`src/shil_pkg.sv`:
```
// Shared types and constants for the sorted hit insertion list.
// Used by the controller, the datapath and the top level; depends on nothing.
`default_nettype none

package shil_pkg;

  localparam int POS_W = 24;
  localparam int OFF_W = 8;
  localparam int RID_W = 16;
  localparam int IDX_W = 6;
  localparam int HCNT_W = 7;
  localparam int FUNC_W = 2;
  localparam int STAT_W = 2;

  localparam logic [FUNC_W-1:0] FUNC_INSERT = 2'd0;
  localparam logic [FUNC_W-1:0] FUNC_READ   = 2'd1;
  localparam logic [FUNC_W-1:0] FUNC_CLEAR  = 2'd2;

  localparam logic [STAT_W-1:0] STAT_OK     = 2'd0;
  localparam logic [STAT_W-1:0] STAT_FULL   = 2'd1;
  localparam logic [STAT_W-1:0] STAT_BEYOND = 2'd2;

  typedef struct packed {
    logic [POS_W-1:0] pos;
    logic [OFF_W-1:0] off;
    logic [RID_W-1:0] rid;
  } hit_entry_t;

  typedef struct packed {
    logic load;
    logic rd_en;
    logic rd_idx;
    logic shift_wr;
    logic new_wr;
    logic out_load;
  } shil_cmd_t;

  typedef struct packed {
    logic is_insert;
    logic is_read;
    logic op_ok;
    logic slot_zero;
    logic slot_one;
    logic gt;
    logic out_free;
  } shil_stat_t;

endpackage

`default_nettype wire

```
`src/sorted_hit_insert_list.sv`:
```
// Sorted hit insertion list: hits kept in ascending order of reference position.
// An operation is taken on the in_ channel and answered with one transaction on
// the out_ channel. The controller sequences the datapath, which holds a hit
// memory of CAPACITY entries, the hit count and the output register.
// Insert shifts larger entries up one place at a time, reading and comparing the
// entry below the free slot, then writes the new hit; equal positions keep arrival
// order. Every hit memory access uses its one read and one write port.
// Insert into a full list, read beyond the count, clear and an unused code leave
// the memory untouched; a read within the count makes one memory read.
// One operation is in progress at a time; in_stall is high from the accepting edge
// until its result is loaded into the output register, and the next operation can
// be taken at the edge after that. A new operation is taken while an earlier
// result still waits there; a stalled receiver holds the output register, and the
// block then waits before loading the next result.
// Synchronous reset empties the list and drops any pending result; the stored
// hits are not cleared and are reachable again only after being written.
`default_nettype none

module sorted_hit_insert_list
  import shil_pkg::*;
#(
  parameter int CAPACITY = 64
) (
  input  wire                 clk,
  input  wire                 rst_n,
  input  wire                 in_valid,
  output logic                in_stall,
  input  wire [FUNC_W-1:0]    in_func,
  input  wire [POS_W-1:0]     in_hit_position,
  input  wire [OFF_W-1:0]     in_hit_offset,
  input  wire [RID_W-1:0]     in_hit_read,
  input  wire [IDX_W-1:0]     in_entry_index,
  output logic                out_valid,
  input  wire                 out_stall,
  output logic [STAT_W-1:0]   out_status,
  output logic [HCNT_W-1:0]   out_hit_count,
  output logic [POS_W-1:0]    out_position,
  output logic [OFF_W-1:0]    out_offset,
  output logic [RID_W-1:0]    out_read
);

  shil_cmd_t  cmd;
  shil_stat_t stat;

  shil_ctrl u_ctrl (
    .clk      (clk),
    .rst_n    (rst_n),
    .in_valid (in_valid),
    .in_stall (in_stall),
    .stat     (stat),
    .cmd      (cmd)
  );

  shil_dpath #(
    .CAPACITY (CAPACITY)
  ) u_dpath (
    .clk             (clk),
    .rst_n           (rst_n),
    .cmd             (cmd),
    .stat            (stat),
    .in_func         (in_func),
    .in_hit_position (in_hit_position),
    .in_hit_offset   (in_hit_offset),
    .in_hit_read     (in_hit_read),
    .in_entry_index  (in_entry_index),
    .out_valid       (out_valid),
    .out_stall       (out_stall),
    .out_status      (out_status),
    .out_hit_count   (out_hit_count),
    .out_position    (out_position),
    .out_offset      (out_offset),
    .out_read        (out_read)
  );

endmodule

`default_nettype wire

```
`src/shil_ctrl.sv`:
```
// Controller state machine of the sorted hit insertion list.
// Sequences the datapath through shared commands; depends on shil_pkg.
`default_nettype none

module shil_ctrl
  import shil_pkg::*;
(
  input  wire        clk,
  input  wire        rst_n,
  input  wire        in_valid,
  output logic       in_stall,
  input  shil_stat_t stat,
  output shil_cmd_t  cmd
);

  typedef enum logic [6:0] {
    S_IDLE     = 7'b0000001,
    S_DISPATCH = 7'b0000010,
    S_INS_RD   = 7'b0000100,
    S_INS_CMP  = 7'b0001000,
    S_INS_WR   = 7'b0010000,
    S_RD_MEM   = 7'b0100000,
    S_DONE     = 7'b1000000
  } state_t;

  state_t state_r, state_nxt;

  always_ff @(posedge clk) begin
    if (!rst_n) begin
      state_r <= S_IDLE;
    end else begin
      state_r <= state_nxt;
    end
  end

  assign in_stall = (state_r != S_IDLE);

  always_comb begin
    state_nxt = state_r;
    cmd = '0;
    case (state_r)
      S_IDLE: begin
        if (in_valid) begin
          cmd.load = 1'b1;
          state_nxt = S_DISPATCH;
        end
      end
      S_DISPATCH: begin
        if (stat.is_insert && stat.op_ok) begin
          state_nxt = stat.slot_zero ? S_INS_WR : S_INS_RD;
        end else if (stat.is_read && stat.op_ok) begin
          state_nxt = S_RD_MEM;
        end else begin
          state_nxt = S_DONE;
        end
      end
      S_INS_RD: begin
        cmd.rd_en = 1'b1;
        state_nxt = S_INS_CMP;
      end
      S_INS_CMP: begin
        if (stat.gt) begin
          cmd.shift_wr = 1'b1;
          state_nxt = stat.slot_one ? S_INS_WR : S_INS_RD;
        end else begin
          state_nxt = S_INS_WR;
        end
      end
      S_INS_WR: begin
        cmd.new_wr = 1'b1;
        state_nxt = S_DONE;
      end
      S_RD_MEM: begin
        cmd.rd_en = 1'b1;
        cmd.rd_idx = 1'b1;
        state_nxt = S_DONE;
      end
      S_DONE: begin
        if (stat.out_free) begin
          cmd.out_load = 1'b1;
          state_nxt = S_IDLE;
        end
      end
      default: begin
        state_nxt = S_IDLE;
      end
    endcase
  end

endmodule

`default_nettype wire

```
`src/shil_dpath.sv`:
```
// Datapath of the sorted hit insertion list: hit memory, count, operand and
// output registers. Driven by shil_ctrl; depends on shil_pkg.
`default_nettype none

module shil_dpath
  import shil_pkg::*;
#(
  parameter int CAPACITY = 64
) (
  input  wire                     clk,
  input  wire                     rst_n,
  input  shil_cmd_t               cmd,
  output shil_stat_t              stat,
  input  wire [FUNC_W-1:0]        in_func,
  input  wire [POS_W-1:0]         in_hit_position,
  input  wire [OFF_W-1:0]         in_hit_offset,
  input  wire [RID_W-1:0]         in_hit_read,
  input  wire [IDX_W-1:0]         in_entry_index,
  output logic                    out_valid,
  input  wire                     out_stall,
  output logic [STAT_W-1:0]       out_status,
  output logic [HCNT_W-1:0]       out_hit_count,
  output logic [POS_W-1:0]        out_position,
  output logic [OFF_W-1:0]        out_offset,
  output logic [RID_W-1:0]        out_read
);

  localparam int IW = $clog2(CAPACITY);
  localparam int CW = $clog2(CAPACITY + 1);
  localparam int XW = (CW > IDX_W) ? CW : IDX_W;
  localparam logic [CW-1:0] CAP_C = CW'(CAPACITY);

  hit_entry_t mem [CAPACITY];

  logic [CW-1:0]     count_r;
  logic [CW-1:0]     slot_r;
  logic [FUNC_W-1:0] func_r;
  logic [STAT_W-1:0] status_r;
  logic [IDX_W-1:0]  idx_r;
  hit_entry_t        hit_r;
  hit_entry_t        q_r;

  logic              out_valid_r;
  logic [STAT_W-1:0] out_status_r;
  logic [HCNT_W-1:0] out_count_r;
  hit_entry_t        out_hit_r;

  logic [STAT_W-1:0] status_nxt;
  logic [IW-1:0]     rd_addr;
  logic [IW-1:0]     wr_addr;
  hit_entry_t        wr_data;
  logic              wr_en;

  always_comb begin
    status_nxt = STAT_OK;
    if (in_func == FUNC_INSERT && count_r == CAP_C) begin
      status_nxt = STAT_FULL;
    end else if (in_func == FUNC_READ && XW'(in_entry_index) >= XW'(count_r)) begin
      status_nxt = STAT_BEYOND;
    end
  end

  assign rd_addr = cmd.rd_idx ? IW'(idx_r) : IW'(slot_r - CW'(1));
  assign wr_addr = IW'(slot_r);
  assign wr_data = cmd.shift_wr ? q_r : hit_r;
  assign wr_en   = cmd.shift_wr || cmd.new_wr;

  always_ff @(posedge clk) begin
    if (wr_en) begin
      mem[wr_addr] <= wr_data;
    end
    if (cmd.rd_en) begin
      q_r <= mem[rd_addr];
    end
  end

  always_ff @(posedge clk) begin
    if (!rst_n) begin
      count_r <= '0;
    end else if (cmd.load && in_func == FUNC_CLEAR) begin
      count_r <= '0;
    end else if (cmd.new_wr) begin
      count_r <= count_r + CW'(1);
    end
  end

  always_ff @(posedge clk) begin
    if (cmd.load) begin
      func_r       <= in_func;
      status_r     <= status_nxt;
      idx_r        <= in_entry_index;
      hit_r.pos    <= in_hit_position;
      hit_r.off    <= in_hit_offset;
      hit_r.rid    <= in_hit_read;
      slot_r       <= count_r;
    end else if (cmd.shift_wr) begin
      slot_r <= slot_r - CW'(1);
    end
  end

  always_ff @(posedge clk) begin
    if (!rst_n) begin
      out_valid_r <= 1'b0;
    end else if (cmd.out_load) begin
      out_valid_r <= 1'b1;
    end else if (!out_stall) begin
      out_valid_r <= 1'b0;
    end
  end

  always_ff @(posedge clk) begin
    if (cmd.out_load) begin
      out_status_r <= status_r;
      out_count_r  <= HCNT_W'(count_r);
      out_hit_r    <= (func_r == FUNC_READ && status_r == STAT_OK) ? q_r : '0;
    end
  end

  assign stat.is_insert = (func_r == FUNC_INSERT);
  assign stat.is_read   = (func_r == FUNC_READ);
  assign stat.op_ok     = (status_r == STAT_OK);
  assign stat.slot_zero = (slot_r == '0);
  assign stat.slot_one  = (slot_r == CW'(1));
  assign stat.gt        = (q_r.pos > hit_r.pos);
  assign stat.out_free  = !out_valid_r || !out_stall;

  assign out_valid     = out_valid_r;
  assign out_status    = out_status_r;
  assign out_hit_count = out_count_r;
  assign out_position  = out_hit_r.pos;
  assign out_offset    = out_hit_r.off;
  assign out_read      = out_hit_r.rid;

endmodule

`default_nettype wire

```
`config.mk`:
```
export PLATFORM = sky130hd
export DESIGN_NAME = sorted_hit_insert_list
export DESIGN_NICKNAME = d
export VERILOG_FILES = /design/src/shil_pkg.sv /design/src/sorted_hit_insert_list.sv /design/src/shil_ctrl.sv /design/src/shil_dpath.sv
export SDC_FILE = /design/constraint.sdc
export NUM_CORES = 2
export LEC_CHECK = 0
export BUFFER_PORTS_ARGS = -buffer_cell sky130_fd_sc_hd__buf_4
export CAP_MARGIN = 30
export CORE_UTILIZATION = 63
export DETAILED_ROUTE_END_ITERATION = 8
export GPL_TIMING_DRIVEN = 0
export PLACE_DENSITY_LB_ADDON = 0.08
export SYNTH_ARGS = -nofsm -noshare
export SYNTH_HDL_FRONTEND = slang
export SYNTH_SLANG_ARGS = --single-unit
```
`constraint.sdc`:
```
create_clock -name clk -period 7.4 [get_ports clk]
set_input_delay 0.37 -clock clk [delete_from_list [all_inputs] [get_ports clk]]
set_output_delay 0.37 -clock clk [all_outputs]
set_load 0.01 [all_outputs]
```
==> metrics <==
routed wire length=436000 um; Flop pwr share=0.465; Initial Util=0.636; most frequent cells in the layout=edfxtp_1 (3242), nand2_1 (2053), nand3_1 (592); DR iter-0 viols=15.6k; IO Pins=119; Util after Layout=0.749; area growth from synthesis to layout=17.8%; first-pass GRT wire length=597000 um; Vias per Instance=6.85; clk_lat worst skew=980 ps; Final Slew Violations=0; commonest non-fill, non-tap cell in the layout=edfxtp_1; Worst Max-Slew Pin Slew=1360 ps; EDFF count, synth=3242; TritonCTS buffer count=334; Avg Inst Size Synth=15.1 sq um; grt total ovfl=0; antenna viol nets, final=0; GP Congestion=1.00; Tot Pwr=0.0442 W; # H-tree levels=5; Clock power frac=0.366; Die Width=449 um; Min-Delay Path Class=input pin to flip-flop; Setup violations, final=0; final clock skew=63.9 ps; initial antenna violation count=30; DIE AREA=202000 sq um; Yosys reg bits=3257; VDD IR-drop max=300 uV; Seq/Total Area, Yosys=0.775; Max stage delay on crit path=920 ps; Rel. slew slack=0.0907; Root Buffer=clkbuf_16; worst-path maximum fanout=10; largest net degree at the start of global routing=65; status=completed; Async S/R FF share, synth=0; Nets=9482; Placeable Area=198000 sq um; fillcell total=11.8k; DP HPWL=309000 um; # rows=163; FMAX=164 MHz; Longest Clk Path Bufs=4; Switching Share=0.283; pwr dens=298 nW/um^2; Setup CP Type=flip-flop to flip-flop; Syn Std Cell Area=126000 sq um; CP Data Required Time=8090 ps; Port Buffers=118; reg2reg setup slack=1320 ps; Sw Pwr=0.0125 W; Synth Net Count=8451; Yosys top cell area share=0.773; fin crit period=6080 ps; Reg clk slew, reported paths=60 ps; CP max stage cell=o31ai_1; DR WL/cell=35.4 um; clock sinks=3257; Final Hold Fails=0; hold_ws=127 ps; critical path cell sequence=inv_1 -> ha_1 -> clkbuf_1 -> xnor2_1 -> o31ai_1 -> clkbuf_1 -> clkbuf_1 -> buf_6 -> clkbuf_1 -> a31oi_1 -> a31oi_1 -> nor4_1 -> buf_2; worst setup slack after layout=1320 ps; Main synth FF type=edfxtp_1; crit path capture type=flip-flop; RSZ-0062 raised after global routing=no; cell-internal power=0.0317 W; max_cap viols=0; vias in the first global route=78.8k; WP data arrival=6770 ps; most used cell, CP=clkbuf_1; Synth cell types=56; final setup TNS=0 ps; router iterations before antenna repair=9; layout cell share with drive strength beyond 1=0.153; Ys Warns=0; top cells by area, synth=edfxtp_1 (77%), nand2_1 (6.1%), nand3_1 (2.4%), mux4_2 (2.3%), mux2i_1 (1.8%); Comb power frac=0.169; area leader, netlist=edfxtp_1; CTS tree=yes; Worst setup SP type=flip-flop; DRC viols=0; cts repair resizes=0; Place WS=1680 ps; fin crit share=0.822; FF/Latch Area=97700 sq um; Die Y-Extent=449 um; GRT Util Overall=0.429; area occupied by multi-input gates=26600 sq um; vias=84.2k; Pleak=50.4 nW; Gate Count Post-Synth=8357
[cell usage after synthesis, types with 11 or more instances]
library cell,instances
edfxtp_1,3242
nand2_1,2054
nand3_1,592
clkbuf_1,357
a21oi_1,356
mux2i_1,228
nand4_1,207
a31oi_1,184
a32oi_1,153
mux4_2,126
buf_2,101
a22oi_1,99
nor3_1,68
buf_1,59
and3_1,50
mux2_2,48
nor2_1,43
or3_1,40
o21ai_0,39
inv_1,38
ha_1,34
a211oi_1,32
o211ai_1,32
a221oi_1,30
dfxtp_1,15
o21ai_1,15
a21o_1,11
buf_4,11
[sequential cells by signal, indices dropped and copies added, names as in the netlist]
| register | count |
|---|---|
| u_ctrl.state_r | 7 |
| u_dpath.count_r | 7 |
| u_dpath.func_r | 2 |
| u_dpath.hit_r | 48 |
| u_dpath.idx_r | 6 |
| u_dpath.mem | 3072 |
| u_dpath.out_hit_count | 7 |
| u_dpath.out_offset | 8 |
| u_dpath.out_position | 24 |
| u_dpath.out_read | 16 |
| u_dpath.out_status | 2 |
| u_dpath.out_valid | 1 |
| u_dpath.q_r | 48 |
| u_dpath.slot_r | 7 |
| u_dpath.status_r | 2 |
[path summary, 6_finish.rpt]
path	depth (start not counted)	to	from
worst max-delay path	13	u_dpath.q_r[36]$_DFFE_PP_	u_dpath.slot_r[0]$_DFFE_PP_
worst min register to register	1	u_dpath.out_read[3]$_SDFFCE_PN0P_	u_dpath.q_r[3]$_DFFE_PP_
worst min-delay path	2	u_dpath.hit_r[35]$_DFFE_PP_	in_hit_position[11]
worst max register to register	13	u_dpath.q_r[36]$_DFFE_PP_	u_dpath.slot_r[0]$_DFFE_PP_
[worst max-delay path: cells and delay by family, from the launching register on]
family,cells,cell delay [ps]
buffers and inverters,7,3020
AO/OA/AOI/OAI,3,1710
flip-flops,1,530
XOR/XNOR,1,210
AND/OR/NAND/NOR,1,170
adder cells (fa/ha/maj),1,160
[cell families after synthesis]
kind of cell	Yosys count	synth area share
buffers and inverters	574	0.0189
adder cells (fa/ha/maj)	34	0.00338
AND/OR/NAND/NOR	3102	0.106
AO/OA/AOI/OAI	976	0.0503
multiplexers	402	0.0449
flip-flops	3257	0.775
XOR/XNOR	12	0.000894
[routing by layer]
layer / wire length [um] / vias to the layer above / GRT usage / share of wire
li1: - / 33968 / - / -
met1: 146000 / 41405 / 0.571 / 0.34
met2: 183000 / 7445 / 0.603 / 0.42
met3: 70000 / 1354 / 0.149 / 0.16
met4: 36600 / 8 / 0.287 / 0.084
met5: 48 / - / 0 / 0.00011
[power by group through the flow]
stage	Clock [W]	Sequential, W	Combinational (W)
5_1_grt	0.0168	0.0205	0.00750
2_1_floorplan	0	0.0209	0.00330
4_1_cts	0.0161	0.0205	0.00704
3_5_place_dp	0	0.0209	0.00697
3_3_place_gp	0	0.0210	0.00647
6_report	0.0162	0.0205	0.00748
[cell type report]
| class | instances | share of cell area |
|---|---|---|
| Clock buffer | 416 | 0.0596 |
| Multi-Input combinational cell | 4526 | 0.180 |
| Inverter | 38 | 0.000978 |
| Clock inverter | 161 | 0.00918 |
| Timing Repair Buffer | 695 | 0.0547 |
| Antenna cell | 28 | 0.000472 |
| Sequential cell | 3257 | 0.658 |
| Buffer | 536 | 0.0151 |
| Tap cell | 2640 | 0.0223 |
[through the flow]
| step | instances | cell area [sq um] |
|---|---|---|
| 5_1_grt | 12278 | 148000 |
| 3_3_place_gp | 11115 | 130000 |
| 6_report | 12297 | 148000 |
| 3_5_place_dp | 11616 | 137000 |
| 4_1_cts | 12253 | 148000 |
| 2_1_floorplan | 8357 | 126000 |
[timing repair]
action	4_1_cts	5_1_grt
hold endpoints to repair	81	0
setup buffers	0	0
hold buffers	60	0
Power figures use the tool's default switching activity.
